===== config.mk =====
export PLATFORM = sky130hd
export DESIGN_NAME = spst_sqrt
export DESIGN_NICKNAME = d
export VERILOG_FILES = /design/src/rtl/core/spst_pkg.sv /design/src/rtl/core/spst_sqrt.sv
export SDC_FILE = /design/constraint.sdc
export NUM_CORES = 2
export LEC_CHECK = 0
export BUFFER_PORTS_ARGS = -buffer_cell sky130_fd_sc_hd__buf_2
export CORE_MARGIN = 1
export CORE_UTILIZATION = 30
export CTS_BUF_LIST = sky130_fd_sc_hd__clkbuf_8
export CTS_CLUSTER_SIZE = 40
export DETAILED_ROUTE_END_ITERATION = 8
export GPL_ROUTABILITY_DRIVEN = 0
export MAX_ROUTING_LAYER = met4
export SLEW_MARGIN = 0
export SYNTH_ARGS = -nofsm -noshare
export SYNTH_HDL_FRONTEND = slang
export SYNTH_MEMORY_MAX_BITS = 65536
export SYNTH_SLANG_ARGS = --single-unit

===== constraint.sdc =====
create_clock -name clk -period 3.15 [get_ports clk]
set_input_delay 0.63 -clock clk [delete_from_list [all_inputs] [get_ports clk]]
set_output_delay 0.63 -clock clk [all_outputs]
set_load 0.02 [all_outputs]

===== src/rtl/core/spst_pkg.sv =====
// Shared constants, types and helper functions for the spring particle step block.
// Used by spst_sqrt, spst_div and the top level in rtl/core; no dependencies of its own.
`default_nettype none

package spst_pkg;

    localparam int PARTICLE_COUNT = 256;
    localparam int FRAC_BITS      = 16;
    localparam int ADDR_W         = (PARTICLE_COUNT > 1) ? $clog2(PARTICLE_COUNT) : 1;

    localparam int WORD_W   = 32;
    localparam int VEC_W    = 3 * WORD_W;

    // Square root unit: 64-bit radicand, one result bit per stage.
    localparam int SQ_IN_W     = 2 * WORD_W;
    localparam int SQ_ROOT_W   = WORD_W;
    localparam int SQRT_STAGES = SQ_ROOT_W;

    // Divider: quotient never exceeds the 31-bit speed limit.
    localparam int DIV_Q_W    = 31;
    localparam int DIV_D_W    = WORD_W;
    localparam int DIV_N_W    = DIV_Q_W + DIV_D_W;
    localparam int DIV_STAGES = DIV_Q_W;

    // Stage A through H, then the root, the scale multiply and the divider.
    localparam int PIPE_DEPTH = 8 + SQRT_STAGES + 1 + DIV_STAGES;

    localparam int CFG_IDX_W = 3;
    localparam logic [CFG_IDX_W-1:0] CFG_LIGHT_X   = 3'd0;
    localparam logic [CFG_IDX_W-1:0] CFG_LIGHT_Y   = 3'd1;
    localparam logic [CFG_IDX_W-1:0] CFG_LIGHT_Z   = 3'd2;
    localparam logic [CFG_IDX_W-1:0] CFG_SPRING_K  = 3'd3;
    localparam logic [CFG_IDX_W-1:0] CFG_MAX_SPEED = 3'd4;
    localparam logic [CFG_IDX_W-1:0] CFG_FOLLOW    = 3'd5;

    localparam logic ACT_LOAD = 1'b0;
    localparam logic ACT_STEP = 1'b1;

    typedef logic signed [WORD_W-1:0] word_t;

    typedef struct packed {
        logic                   clamp;
        logic                   inrange;
        logic [2:0][WORD_W-1:0] pos;
        logic [2:0][WORD_W-1:0] vel;
    } side_t;

    localparam logic signed [41:0] SAT_MAX = 42'sd2147483647;
    localparam logic signed [41:0] SAT_MIN = -42'sd2147483648;

    function automatic word_t sat32(input logic signed [41:0] a);
        word_t r;
        if (a > SAT_MAX) begin
            r = word_t'(SAT_MAX[31:0]);
        end else if (a < SAT_MIN) begin
            r = word_t'(SAT_MIN[31:0]);
        end else begin
            r = word_t'(a[31:0]);
        end
        return r;
    endfunction

    function automatic logic [WORD_W-1:0] mag32(input word_t v);
        logic [WORD_W-1:0] r;
        if (v < 0) begin
            r = WORD_W'(-v);
        end else begin
            r = WORD_W'(v);
        end
        return r;
    endfunction

endpackage

`default_nettype wire


===== src/rtl/core/spst_sqrt.sv =====
// Pipelined integer square root, one root bit resolved per stage.
// Depends on spst_pkg for widths and stage count.
`default_nettype none

module spst_sqrt (
    input  wire logic                          clk,
    input  wire logic                          en,
    input  wire logic [spst_pkg::SQ_IN_W-1:0]  radicand,
    output logic      [spst_pkg::SQ_ROOT_W-1:0] root
);
    import spst_pkg::*;

    logic [SQ_IN_W-1:0]   n_reg    [SQRT_STAGES];
    logic [SQ_ROOT_W+2:0] rem_reg  [SQRT_STAGES];
    logic [SQ_ROOT_W-1:0] root_reg [SQRT_STAGES];

    logic [SQ_IN_W-1:0]   in_n    [SQRT_STAGES];
    logic [SQ_ROOT_W+2:0] in_rem  [SQRT_STAGES];
    logic [SQ_ROOT_W-1:0] in_root [SQRT_STAGES];

    logic [SQ_IN_W-1:0]   n_next    [SQRT_STAGES];
    logic [SQ_ROOT_W+2:0] rem_next  [SQRT_STAGES];
    logic [SQ_ROOT_W-1:0] root_next [SQRT_STAGES];

    always_comb
    begin
        in_n[0]    = radicand;
        in_rem[0]  = '0;
        in_root[0] = '0;
        for (int s = 1; s < SQRT_STAGES; s++)
        begin
            in_n[s]    = n_reg[s-1];
            in_rem[s]  = rem_reg[s-1];
            in_root[s] = root_reg[s-1];
        end
    end

    // The partial remainder stays below twice the partial root, so its top
    // two bits are free before the next pair of radicand bits shifts in.
    always_comb
    begin
        for (int s = 0; s < SQRT_STAGES; s++)
        begin
            logic [SQ_ROOT_W+2:0] rem2;
            logic [SQ_ROOT_W+2:0] trial;
            rem2  = {in_rem[s][SQ_ROOT_W:0], in_n[s][SQ_IN_W-1 -: 2]};
            trial = {1'b0, in_root[s], 2'b01};
            n_next[s] = {in_n[s][SQ_IN_W-3:0], 2'b00};
            if (rem2 >= trial)
            begin
                rem_next[s]  = rem2 - trial;
                root_next[s] = {in_root[s][SQ_ROOT_W-2:0], 1'b1};
            end
            else
            begin
                rem_next[s]  = rem2;
                root_next[s] = {in_root[s][SQ_ROOT_W-2:0], 1'b0};
            end
        end
    end

    always_ff @(posedge clk)
    begin
        if (en)
        begin
            for (int s = 0; s < SQRT_STAGES; s++)
            begin
                n_reg[s]    <= n_next[s];
                rem_reg[s]  <= rem_next[s];
                root_reg[s] <= root_next[s];
            end
        end
    end

    assign root = root_reg[SQRT_STAGES-1];

endmodule

`default_nettype wire


Word-level counts from Yosys, hierarchy flattened:

Memory sizes are Yosys's and may differ from the RTL's.
Cells that the tools add are included.

* add/subtract/negate cells: 32
* magnitude comparators: 32
* multiplexer cells: 66

Operator list (count)
* 2-to-1 mux 35 bit: 32
* greater-or-equal comparator 35 x 34 -> 1 bit: 31
* subtractor 35 x 34 -> 35 bit: 31
* 2-to-1 mux 1 bit: 34
* subtractor 2 x 1 -> 3 bit (second input constant): 1
* greater-or-equal comparator 2 x 1 -> 1 bit (second input constant): 1

* register bits: 0
* RAM bits: 4128
* input bits: 66
* output and inout bits: 32
* word-level logic and storage cells: 133
* memories kept: 3

Memory list
* n_reg: depth 32, width 62, rd ports 31, clocked after memory_dff 0, wr ports 32, line spst_sqrt.sv:13 `logic [SQ_IN_W-1:0] n_reg [SQRT_STAGES];`
* rem_reg: depth 32, width 35, rd ports 31, clocked after memory_dff 0, wr ports 32, line spst_sqrt.sv:14 `logic [SQ_ROOT_W+2:0] rem_reg [SQRT_STAGES];`
* root_reg: depth 32, width 32, rd ports 32, clocked after memory_dff 0, wr ports 32, line spst_sqrt.sv:15 `logic [SQ_ROOT_W-1:0] root_reg [SQRT_STAGES];`

Depth between registers and ports, before layout:

An unclocked memory read counts as a cell.

* word-level depth: 3
* gate-level depth with buffers: 14

Worst setup path before layout:

Ideal clock, no wire load.

* path kind: reg-to-reg
* start: mem rem_reg[0][195] (netlist name)
* end: mem rem_reg[0][227] (netlist name), data pin
* arrival: 3210 ps
* required time: 2879 ps
* path slack: -332 ps
* cell stages (with the launch flop): 13
* buffers on the path: 2
* cell sequence: edfxtp_1 -> or4_4 -> or4_4 -> or4_4 -> or4_4 -> a211oi_2 -> o211a_1 -> buf_6 -> inv_4 -> buf_6 -> nand2_2 -> nor4_1 -> xor2_1

RTL lines (line)
* from (decl): spst_sqrt.sv:14

==> summary.txt <==
GRT
  – Initial antenna violation count: 4
  – Total gr overflow: 0
  – Met2 GRT Util: about 22%
  – First-pass GRT wire length: 395300 um
  – Grt met1 use: ~15%
  – Gr usage total: 12.93%
  – GR peak layer: met2
  – Largest net degree at the start of global routing: 153
  – Vias in the first global route: roughly 74000
  – Met3 Resource Use GR: 1.950%

Critical path
  – Setup Crit Path Kind: reg2reg
  – Reg2Reg Launch Point: rem_reg[0][195]
  – Critical-path maximum fanout: 8
  – Crit path DAT: 4200 ps
  – CP startpoint: rem_reg[0][195]
  – Critical Path End Type: flip-flop
  – Reg-to-Reg End: rem_reg[0][238]
  – CP max stage delay: 550 ps
  – WP data required: 3930 ps
  – Reg2Reg Setup Slack: -270 ps
  – Crit path launch type: flip-flop
  – CP most frequent cell: or4_4
  – R2R cell count: 10
  – Slowest-stage cell, CP: or4_4
  – Critical-path cell list: or4_4, or4_4, or4_4, or4_4, a211oi_4, o211a_1, inv_4, nand3_4, nor4_1, xor2_1

Floorplan
  – Die area: between 300000 and 400000 um^2
  – Standard-cell rows: 228
  – Core area: about 390000 um^2
  – Die Span Y: 624.2 um
  – Io pins: 98
  – Die Width: 624.2 um
  – Initial core utilization: 30.14%

Placement
  – Place WS: -469.0 ps
  – # port buffers: between 90 and 100
  – Hpwl dp: roughly 180000 um
  – Placed cell area: 130900 um^2

Timing
  – Slew Viols, Final: 0
  – Worst-margin pin slew: about 1100 ps
  – Setup violations, final: 87
  – Final period util: 108.6%
  – Final worst setup slack: -271.8 ps
  – Tmin final: 3422 ps
  – Final clock skew: approximately 75 ps
  – Relative slew margins: a little under a quarter
  – Setup repair after global routing missed its margin: true
  – F_max: approximately 290 MHz
  – Final-report hold violation count: 0

Detailed routing
  – Routed vias/inst: 4.631
  – TritonRoute pass-1 iters: 7
  – Vias: 74610
  – Antenna Nets Post-Route: 0
  – Avg WL per Cell: around 16 um
  – Detailed Route WL: 256700 um
  – DR iter-0 viols: 4621
  – DRC: 2

Clock network
  – Clk buf depth: 4
  – H-tree depth: 5
  – Sink Count: approximately 2500
  – Clk root buf: clkbuf_8
  – Worst-skew pair later-pin latency: 1090 ps
  – TritonCTS buffer count: 432
  – Clock tree from TritonCTS: yes
  – Clk slew on worst S/H paths: 60 ps

Finish
  – Most common library cell in the layout ignoring fill and taps: edfxtp_1
  – Finished Cell Area: ~140000 um^2
  – Layout cells sized above 1: 21.91%
  – Final net count: ~11000
  – Max FFs per register: between 900 and 1000
  – Area grow syn2layout: 23.91%
  – Commonest non-fill, non-tap cells in the layout: edfxtp_1, buf_4, inv_1, nor2_1, a21oi_1

Synthesis
  – Most common flop cell mapped by yosys: edfxtp_1
  – FF+latch count, synth: 2494
  – Number of flops mapped to enable cells by yosys: 2494
  – Mean post-synth cell area: roughly 13 um^2
  – Syn Nets: 9650
  – Warnings, synthesis: 0
  – Synth Cell Area: 116200 um^2
  – Sequential share of the synthesized area: 64.48%
  – Synth unique cells: 88
  – Ys async rst share: 0%
  – Synth Instances: 9023

Min path
  – Hold depth: 2
  – Hold worst-path end: n_reg[0][44]
  – Worst min-delay path class: in2reg
  – Hold Crit Start: radicand[44]

Outcome
  – Status: complete, but fails checks
  – Failing checks: DRC, setup timing

Flow run
  – Max-cap viol count: 0

Pwr
  – Max rail drop VDD: between 0.4 and 0.5 mV
  – PD cells: 677.3 nW/um^2
  – Leakage: 56.03 nW
-- per-layer routing --
layer | up-vias | part of all wire, % | wire [um]
met4 | 0 | 4.4 | 11400
li1 | 36700 | - | -
met5 | - | 0 | 0
met1 | 35740 | 41 | 105800
met3 | 657 | 4.2 | 10780
met2 | 1517 | 50 | 128700
-- worst max-delay path, delay by kind of cell (launching register included) --
| family | cells | cell delay, ps |
|---|---|---|
| AOI/OAI and AO/OA | 2 | 440 |
| xor gates and xnor gates | 1 | 140 |
| DFF | 1 | 380 |
| buffers and inverters | 1 | 70 |
| and+or+nand+nor | 6 | 2070 |
-- repair_timing --
| item | CTS | global route |
|---|---|---|
| resized for setup | 207 | 404 |
| setup endpoints to repair | 420 | 593 |
| pin swaps | 69 | 135 |
| gates cloned | 11 | 9 |
| endpoints found under the hold margin | 79 | 0 |
| hold buffers | 66 | 0 |
| buffers inserted | 34 | 86 |
-- report_power, final --
| part | internal (W) | total (W) | leakage [nW] | switching [W] |
|---|---|---|---|---|
| sequential | 0.0420 | 0.0447 | 24.0 | 0.00264 |
| combinational | 0.0110 | 0.0238 | 27.3 | 0.0128 |
| clock | 0.0153 | 0.0290 | 4.68 | 0.0137 |
| total | 0.0683 | 0.0975 | 56.0 | 0.0292 |
-- cell type report --
class                      count  area, um^2
timing repair buffer        1298       10680
sequential                  2494       74890
clock inverter               347        2420
antenna                        2       5.005
fill                       37020      241500
tap                         5175        6475
inverter                     707        2671
multi-input combinational   5656       40820
clock buffer                 434        5973
-- per-stage QoR --
stage / cells / utilization [%] / TNS, ps / hold slack, ps / total power [W]
final: 16110 / 37.35 / -9478 / 240.0 / 0.09748
after detailed placement: 15130 / 33.98 / -46850 / 404.5 / 0.06741
after CTS: 16020 / 36.66 / -8739 / 69.09 / 0.09782
after global routing: 16110 / 37.35 / -20160 / 142.9 / 0.1030
after global placement: 15130 / 33.98 / -38890 / 400.2 / 0.06717
after floorplan: 9023 / - / -7342 / 400.3 / 0.05873
-- how the worst max path moves through the flow --
stage	end	slack, ps	cells past startpoint
after floorplan	rem_reg[0][227]	-310	12
after global placement	rem_reg[1][522]	-490	11
after detailed placement	rem_reg[1][522]	-470	11
after CTS	rem_reg[0][223]	-270	10
after global routing	rem_reg[0][238]	-360	10
final	rem_reg[0][238]	-270	10
-- synthesized netlist by cell type, types with 113 or more instances --
cell,number,area [um^2]
a21o_1,204,1531
a21oi_1,604,3023
clkbuf_1,155,581.8
edfxtp_1,2494,74890
ha_1,561,7019
inv_1,706,2650
nand2_1,563,2113
nand2b_1,113,706.9
nand3_1,165,825.8
nor2_1,629,2361
nor3_1,240,1201
nor4_1,130,813.3
o21ai_0,444,2222
xnor2_1,379,3319
xor2_1,422,3696
-- cell families (layout without fill, tap and decap cells) --
| family | Yosys count | in the layout | share of synthesized area, % |
|---|---|---|---|
| flip-flops | 2494 | 2494 | 64.48 |
| AND/OR/NAND/NOR | 2386 | 2391 | 10.09 |
| AO/OA/AOI/OAI | 1812 | 1814 | 9.644 |
| buffers and inverters | 880 | 2786 | 2.861 |
| XOR/XNOR | 801 | 801 | 6.040 |
| adder cells (fa/ha/maj) | 561 | 561 | 6.043 |
| multiplexers | 88 | 88 | 0.8456 |
| other | 1 | 3 | 0.003228 |
Power figures use the tool's default switching activity.
