--- src/rtl/core/spst_pkg.sv ---
// Shared constants, types and helper functions for the spring particle step block.
// Used by spst_sqrt, spst_div and the top level in rtl/core; no dependencies of its own.
`default_nettype none

package spst_pkg;

    localparam int PARTICLE_COUNT = 256;
    localparam int FRAC_BITS      = 16;
    localparam int ADDR_W         = (PARTICLE_COUNT > 1) ? $clog2(PARTICLE_COUNT) : 1;

    localparam int WORD_W   = 32;
    localparam int VEC_W    = 3 * WORD_W;

    // Square root unit: 64-bit radicand, one result bit per stage.
    localparam int SQ_IN_W     = 2 * WORD_W;
    localparam int SQ_ROOT_W   = WORD_W;
    localparam int SQRT_STAGES = SQ_ROOT_W;

    // Divider: quotient never exceeds the 31-bit speed limit.
    localparam int DIV_Q_W    = 31;
    localparam int DIV_D_W    = WORD_W;
    localparam int DIV_N_W    = DIV_Q_W + DIV_D_W;
    localparam int DIV_STAGES = DIV_Q_W;

    // Stage A through H, then the root, the scale multiply and the divider.
    localparam int PIPE_DEPTH = 8 + SQRT_STAGES + 1 + DIV_STAGES;

    localparam int CFG_IDX_W = 3;
    localparam logic [CFG_IDX_W-1:0] CFG_LIGHT_X   = 3'd0;
    localparam logic [CFG_IDX_W-1:0] CFG_LIGHT_Y   = 3'd1;
    localparam logic [CFG_IDX_W-1:0] CFG_LIGHT_Z   = 3'd2;
    localparam logic [CFG_IDX_W-1:0] CFG_SPRING_K  = 3'd3;
    localparam logic [CFG_IDX_W-1:0] CFG_MAX_SPEED = 3'd4;
    localparam logic [CFG_IDX_W-1:0] CFG_FOLLOW    = 3'd5;

    localparam logic ACT_LOAD = 1'b0;
    localparam logic ACT_STEP = 1'b1;

    typedef logic signed [WORD_W-1:0] word_t;

    typedef struct packed {
        logic                   clamp;
        logic                   inrange;
        logic [2:0][WORD_W-1:0] pos;
        logic [2:0][WORD_W-1:0] vel;
    } side_t;

    localparam logic signed [41:0] SAT_MAX = 42'sd2147483647;
    localparam logic signed [41:0] SAT_MIN = -42'sd2147483648;

    function automatic word_t sat32(input logic signed [41:0] a);
        word_t r;
        if (a > SAT_MAX) begin
            r = word_t'(SAT_MAX[31:0]);
        end else if (a < SAT_MIN) begin
            r = word_t'(SAT_MIN[31:0]);
        end else begin
            r = word_t'(a[31:0]);
        end
        return r;
    endfunction

    function automatic logic [WORD_W-1:0] mag32(input word_t v);
        logic [WORD_W-1:0] r;
        if (v < 0) begin
            r = WORD_W'(-v);
        end else begin
            r = WORD_W'(v);
        end
        return r;
    endfunction

endpackage

`default_nettype wire

--- src/rtl/core/spst_div.sv ---
// Pipelined restoring divider, one quotient bit per stage.
// Depends on spst_pkg; the caller guarantees the quotient fits DIV_Q_W bits.
`default_nettype none

module spst_div (
    input  wire logic                        clk,
    input  wire logic                        en,
    input  wire logic [spst_pkg::DIV_N_W-1:0] numer,
    input  wire logic [spst_pkg::DIV_D_W-1:0] denom,
    output logic      [spst_pkg::DIV_Q_W-1:0] quot
);
    import spst_pkg::*;

    logic [DIV_D_W-1:0] rem_reg [DIV_STAGES];
    logic [DIV_Q_W-1:0] lo_reg  [DIV_STAGES];
    logic [DIV_Q_W-1:0] q_reg   [DIV_STAGES];
    logic [DIV_D_W-1:0] den_reg [DIV_STAGES];

    logic [DIV_D_W-1:0] in_rem [DIV_STAGES];
    logic [DIV_Q_W-1:0] in_lo  [DIV_STAGES];
    logic [DIV_Q_W-1:0] in_q   [DIV_STAGES];
    logic [DIV_D_W-1:0] in_den [DIV_STAGES];

    logic [DIV_D_W-1:0] rem_next [DIV_STAGES];
    logic [DIV_Q_W-1:0] lo_next  [DIV_STAGES];
    logic [DIV_Q_W-1:0] q_next   [DIV_STAGES];

    always_comb
    begin
        in_rem[0] = numer[DIV_N_W-1 -: DIV_D_W];
        in_lo[0]  = numer[DIV_Q_W-1:0];
        in_q[0]   = '0;
        in_den[0] = denom;
        for (int s = 1; s < DIV_STAGES; s++)
        begin
            in_rem[s] = rem_reg[s-1];
            in_lo[s]  = lo_reg[s-1];
            in_q[s]   = q_reg[s-1];
            in_den[s] = den_reg[s-1];
        end
    end

    always_comb
    begin
        for (int s = 0; s < DIV_STAGES; s++)
        begin
            logic [DIV_D_W:0] r2;
            r2 = {in_rem[s], in_lo[s][DIV_Q_W-1]};
            lo_next[s] = {in_lo[s][DIV_Q_W-2:0], 1'b0};
            if (r2 >= {1'b0, in_den[s]})
            begin
                rem_next[s] = DIV_D_W'(r2 - {1'b0, in_den[s]});
                q_next[s]   = {in_q[s][DIV_Q_W-2:0], 1'b1};
            end
            else
            begin
                rem_next[s] = r2[DIV_D_W-1:0];
                q_next[s]   = {in_q[s][DIV_Q_W-2:0], 1'b0};
            end
        end
    end

    always_ff @(posedge clk)
    begin
        if (en)
        begin
            for (int s = 0; s < DIV_STAGES; s++)
            begin
                rem_reg[s] <= rem_next[s];
                lo_reg[s]  <= lo_next[s];
                q_reg[s]   <= q_next[s];
                den_reg[s] <= in_den[s];
            end
        end
    end

    assign quot = q_reg[DIV_STAGES-1];

endmodule

`default_nettype wire

--- config.mk ---
export PLATFORM = sky130hd
export DESIGN_NAME = spst_div
export DESIGN_NICKNAME = d
export VERILOG_FILES = /design/src/rtl/core/spst_pkg.sv /design/src/rtl/core/spst_div.sv
export SDC_FILE = /design/constraint.sdc
export NUM_CORES = 2
export LEC_CHECK = 0
export BUFFER_PORTS_ARGS = -buffer_cell sky130_fd_sc_hd__buf_2
export CORE_ASPECT_RATIO = 1.75
export CORE_MARGIN = 2
export CORE_UTILIZATION = 55
export DETAILED_ROUTE_END_ITERATION = 7
export PLACE_DENSITY = 0.69
export SLEW_MARGIN = 20
export SYNTH_ARGS = -nofsm -noshare
export SYNTH_HDL_FRONTEND = slang
export SYNTH_SLANG_ARGS = --single-unit
--- constraint.sdc ---
create_clock -name clk -period 7 [get_ports clk]
set_input_delay 0.35 -clock clk [delete_from_list [all_inputs] [get_ports clk]]
set_output_delay 0.35 -clock clk [all_outputs]
set_load 0.05 [all_outputs]
## Word level (Yosys, flattened, before mapping)

Memories as Yosys holds them, arrays and structs flattened.
Cells that the tools add are included.

| storage, ports and cells | value |
|---|---|
| bits in writable memories | 3875 |
| logic and storage cells | 130 |
| register bits after elaboration | 0 |
| output and inout port bits | 31 |
| memories | 4 |
| input bits | 97 |

Memory list:

| name | depth | width | read ports | clocked after Yosys merged registers in | wr ports | line | text |
|---|---|---|---|---|---|---|---|
| den_reg | 31 | 32 | 30 | 0 | 31 | spst_div.sv:17 | `logic [DIV_D_W-1:0] den_reg [DIV_STAGES];` |
| rem_reg | 31 | 32 | 30 | 0 | 31 | spst_div.sv:14 | `logic [DIV_D_W-1:0] rem_reg [DIV_STAGES];` |
| q_reg | 31 | 31 | 31 | 0 | 31 | spst_div.sv:16 | `logic [DIV_Q_W-1:0] q_reg [DIV_STAGES];` |
| lo_reg | 31 | 30 | 30 | 0 | 31 | spst_div.sv:15 | `logic [DIV_Q_W-1:0] lo_reg [DIV_STAGES];` |

| operators by class | value |
|---|---|
| add/subtract/negate cells | 31 |
| $lt $le $gt $ge | 31 |
| muxes and demuxes | 64 |

Operators by type and width:

| kind | count |
|---|---|
| greater-or-equal comparator 33 x 32 -> 1 bit | 31 |
| two-way mux 32 bit | 31 |
| subtractor 32 bit | 31 |
| two-way mux 1 bit | 33 |

## Logic depth before layout (Yosys ltp)

An unclocked memory read counts as a cell.

| logic depth | value |
|---|---|
| depth in word-level cells | 3 |
| depth in mapped cells | 16 |
| depth with buffers taken out | 14 |

## Least setup slack after synthesis

OpenSTA, ideal clock, no wires.

| timing path | value |
|---|---|
| path type | register to register |
| start | mem den_reg[1][129] in the netlist's numbering |
| end | mem rem_reg[1][184] in the netlist's numbering (data pin) |
| stages on the path, launching flop included | 16 |
| required time | 6.740 ns |
| slack | 3.427 ns |
| library setup time | 0.260 ns |
| clock period less this slack | 3.573 ns |
| arrival | 3.313 ns |
| buffers on the path | 2 |
| cells stage by stage | edfxtp_1 > inv_1 > ha_1 > nor2b_1 > o31a_1 > o41a_1 > a31oi_2 > o21ai_1 > o21bai_2 > o31a_2 > o21ai_1 > a221oi_2 > o211a_1 > buf_4 > buf_6 > mux2_2 |

RTL lines:

| what | line |
|---|---|
| from (decl) | spst_div.sv:17 |
| to (decl) | spst_div.sv:14 |

==> run_results.csv <==
group,metric,value,unit
drt,drtIter0Drc,4953,
place,io_buffers,127,
synthesis,synth_top_area_cell,"edfxtp_1",
timing,fin_crit,5.50,ns
synthesis,synth_cells,12258,
finish,final_cell_mix,"edfxtp_1, inv_1, ha_1, a21oi_1, nand2_1",
timing,fmax,0.182,GHz
die,num_io_pins,128,
synthesis,synth_adder_area_share,0.0874,
setup_path,path_delay_family,"compound AO/OA/AOI/OAI gates",
place,gp_congestion,1.05,
finish,layout.cells.non_filler,16429,
run_status,violations,"design-rule violations",
synthesis,synth.avg_cell_area,12.1,sq um
synthesis,yosysWarnings,0,
finish,multiInputGateArea,56800,sq um
timing,skew,0.0610,ns
setup_path,cp.depth,12,
timing,hold_ws,0.165,ns
timing,rsz0062_at_grt,"false",
setup_path,critPathBufInv,0,
setup_path,critPathCapture,"rem_reg[1][267]",
drt,drcViolationCount,1,
setup_path,reg2reg_from,"rem_reg[1][229]",
synthesis,ys_seq_area_frac,0.581,
clocking,cts_sinks,2881,
setup_path,path_common_cell,"nand2_1",
drt,drt_wl_total,405,mm
clocking,cts.hold.buffers_added,95,
run_status,outcome,"complete, but fails checks",
die,core_area,269000,sq um
setup_path,path_class,"reg -> reg",
synthesis,synth_fp_nets,13377,
synthesis,synth-compound-area-share,0.133,
clocking,postCtsSetupBuffers,0,
place,preCtsSetupSlack,1.44,ns
global_route,grt_pass1_vias,104363,
finish,final_common_cell,"edfxtp_1",
clocking,clkTransAtPathRegs,0.07,ns
global_route,grt_antenna_before_repair,19,
global_route,grt_pass1_wl,586,mm
min_path,holdCritPathClass,"in -> reg",
finish,seqCellArea,86500,sq um
synthesis,synthesis.area,149000,sq um
timing,setup_ws,1.50,ns
pwr,ir_worst_vdd,0.000287,V
die,rows,252,
setup_path,critPathLaunch,"rem_reg[1][229]",
synthesis,synth_mux_area_frac,0.0346,
pwr,power,79.4,mW
global_route,grtUsageTotal,0.288,
synthesis,synth_cell_type_count,105,
clocking,h-tree-depth,5,
synthesis,synthTopCellsByArea,"edfxtp_1, ha_1, a21oi_1",
setup_path,critPathLaunchType,"flop",
timing,max-slew-margin-rel,0.173,
global_route,grt-ovfl-total,0,
clocking,cts_resized,0,
die,die_width,397,microns
timing,final-setup-viol-count,0,
clocking,clock_latency,0.90,ns
global_route,grt_max_degree,193,
drt,drtAntennaViolNets,0,
setup_path,end_kind,"flop",
finish,n_fill_cell,20455,
finish,drive_gt1_frac,0.0912,
setup_path,required,7.61,ns
finish,syn2layout_area_growth,10.4,%
setup_path,r2r_setup_slack,1.50,ns
timing,hold_viol,0,
drt,viasPerCell,5.92,
die,die_y,692,microns
setup_path,crit_fanout,32,
setup_path,cpMaxStageDelayCell,"a2111oi_2",
synthesis,synth_top_family_by_area,"compound AO/OA/AOI/OAI gates",
die,initial_utilization,0.553,
clocking,cts_buffer_depth,4,
timing,period_share,0.785,
timing,slew_violations,0,
timing,worstMarginPinSlew,1.23,ns
die,die_area,275000,sq um
synthesis,synth-xor-area-share,0.0479,
drt,wl_per_cell,24.6,microns
pwr,leakage,66.3,nW
drt,num_vias,97320,
place,place_hpwl,313,mm
pwr,power_density,483,nW/um^2
finish,nets,13704,
synthesis,ys.flop_type,"edfxtp_1",
drt,drt-pass1-iter-count,8,
clocking,cts_root_buf,"clkbuf_16",
setup_path,r2r-end,"rem_reg[1][267]",
synthesis,async_reset_ff_frac,0,
synthesis,synth_edf_count,2881,
setup_path,slowest_delay,0.88,ns
setup_path,ff2ff_path_depth,12,
place,place_inst,15762,
flow_run,max_cap_viol_count,0,
synthesis,synthSimpleGateAreaFrac,0.0768,
clocking,cts_tree,"built",
synthesis,synth-seq-cells,2881,
setup_path,cp_data_arrival_time,6.10,ns
timing,fin_setup_tns,0,ns
clocking,cts_made_buffers,282,
synthesis,synth_top_area_frac,0.581,
setup_path,path_cells,"ha_1, a211oi_1, nand2_1, o2111ai_1, nand2_1, a31oi_1, o21ai_1, a2111oi_2, o21ai_0, a21oi_1, o21a_2, mux2_2",
-- cell type report --
| cell class | instances | share of cell area |
|---|---|---|
| Multi-Input combinational cell | 7847 | 0.346 |
| Timing Repair Buffer | 331 | 0.0162 |
| Antenna cell | 72 | 0.00110 |
| Inverter | 1242 | 0.0284 |
| Tap cell | 3556 | 0.0271 |
| Clock buffer | 335 | 0.0448 |
| Sequential cell | 2881 | 0.526 |
| Clock inverter | 165 | 0.0105 |
-- through the flow --
step	cell area [sq um]	util
2_1_floorplan	149000	-
3_3_place_gp	154000	0.572
3_5_place_dp	154000	0.573
4_1_cts	164000	0.610
5_1_grt	164000	0.610
6_report	164000	0.611
-- kinds of logic (layout without fill, tap and decap cells) --
kind of cell | after synthesis | after routing
muxes | 462 | 462
other | 0 | 72
adders and majority gates | 1022 | 1022
buffers and inverters | 1530 | 2073
DFF | 2881 | 2881
xor gates and xnor gates | 815 | 815
and+or+nand+nor | 2415 | 2415
AOI/OAI and AO/OA | 3133 | 3133
-- Yosys cell counts (14+ instances only) --
| cell type | instances |
|---|---|
| edfxtp_1 | 2881 |
| inv_1 | 1241 |
| ha_1 | 992 |
| a21oi_1 | 974 |
| nand2_1 | 772 |
| o21ai_0 | 715 |
| nor2_1 | 634 |
| a21o_1 | 563 |
| xnor2_1 | 485 |
| mux2_2 | 389 |
| xor2_1 | 330 |
| clkbuf_1 | 215 |
| nand3_1 | 192 |
| nand4_1 | 174 |
| nor2b_1 | 133 |
| o21a_1 | 133 |
| nand2b_1 | 127 |
| o21bai_1 | 107 |
| a31oi_1 | 98 |
| and3_1 | 85 |
| nor3_1 | 85 |
| o31ai_1 | 68 |
| a211oi_1 | 59 |
| buf_2 | 49 |
| o211ai_1 | 44 |
| nor4_1 | 40 |
| a21boi_0 | 38 |
| mux2_1 | 37 |
| mux2i_1 | 36 |
| o31a_1 | 36 |
| o21ai_1 | 31 |
| or2_2 | 31 |
| fa_1 | 30 |
| and2_1 | 27 |
| or3_1 | 26 |
| and4_1 | 24 |
| a211o_1 | 23 |
| a221oi_1 | 23 |
| a31o_2 | 20 |
| a41oi_1 | 19 |
| o221ai_1 | 15 |
| a221o_1 | 14 |
| o2111ai_1 | 14 |
-- metal layers --
metal	vias to the layer above	wire length (microns)	global-route usage
met4	8	59900	0.361
li1	45784	-	-
met5	-	56	0
met2	2623	238000	0.598
met1	47355	94700	0.172
met3	1550	11500	0.0356
-- worst min-delay path by stage --
stage,start,depth (start not counted),endpoint
global placement,q_reg[0][223],0,q_reg[0][255]
finish,numer[29],2,lo_reg[0][29]
detailed placement,lo_reg[0][137],0,lo_reg[0][168]
global route,numer[29],2,lo_reg[0][29]
CTS,numer[5],2,lo_reg[0][5]
floorplan,lo_reg[0][69],0,lo_reg[0][100]
-- report_power, final --
part | internal (mW) | switching (mW)
Combinational | 14.8 | 22.2
Sequential | 25.0 | 2.12
Clock | 8.62 | 6.74
Total | 48.3 | 31.1
(Power assumes the default switching activity.)
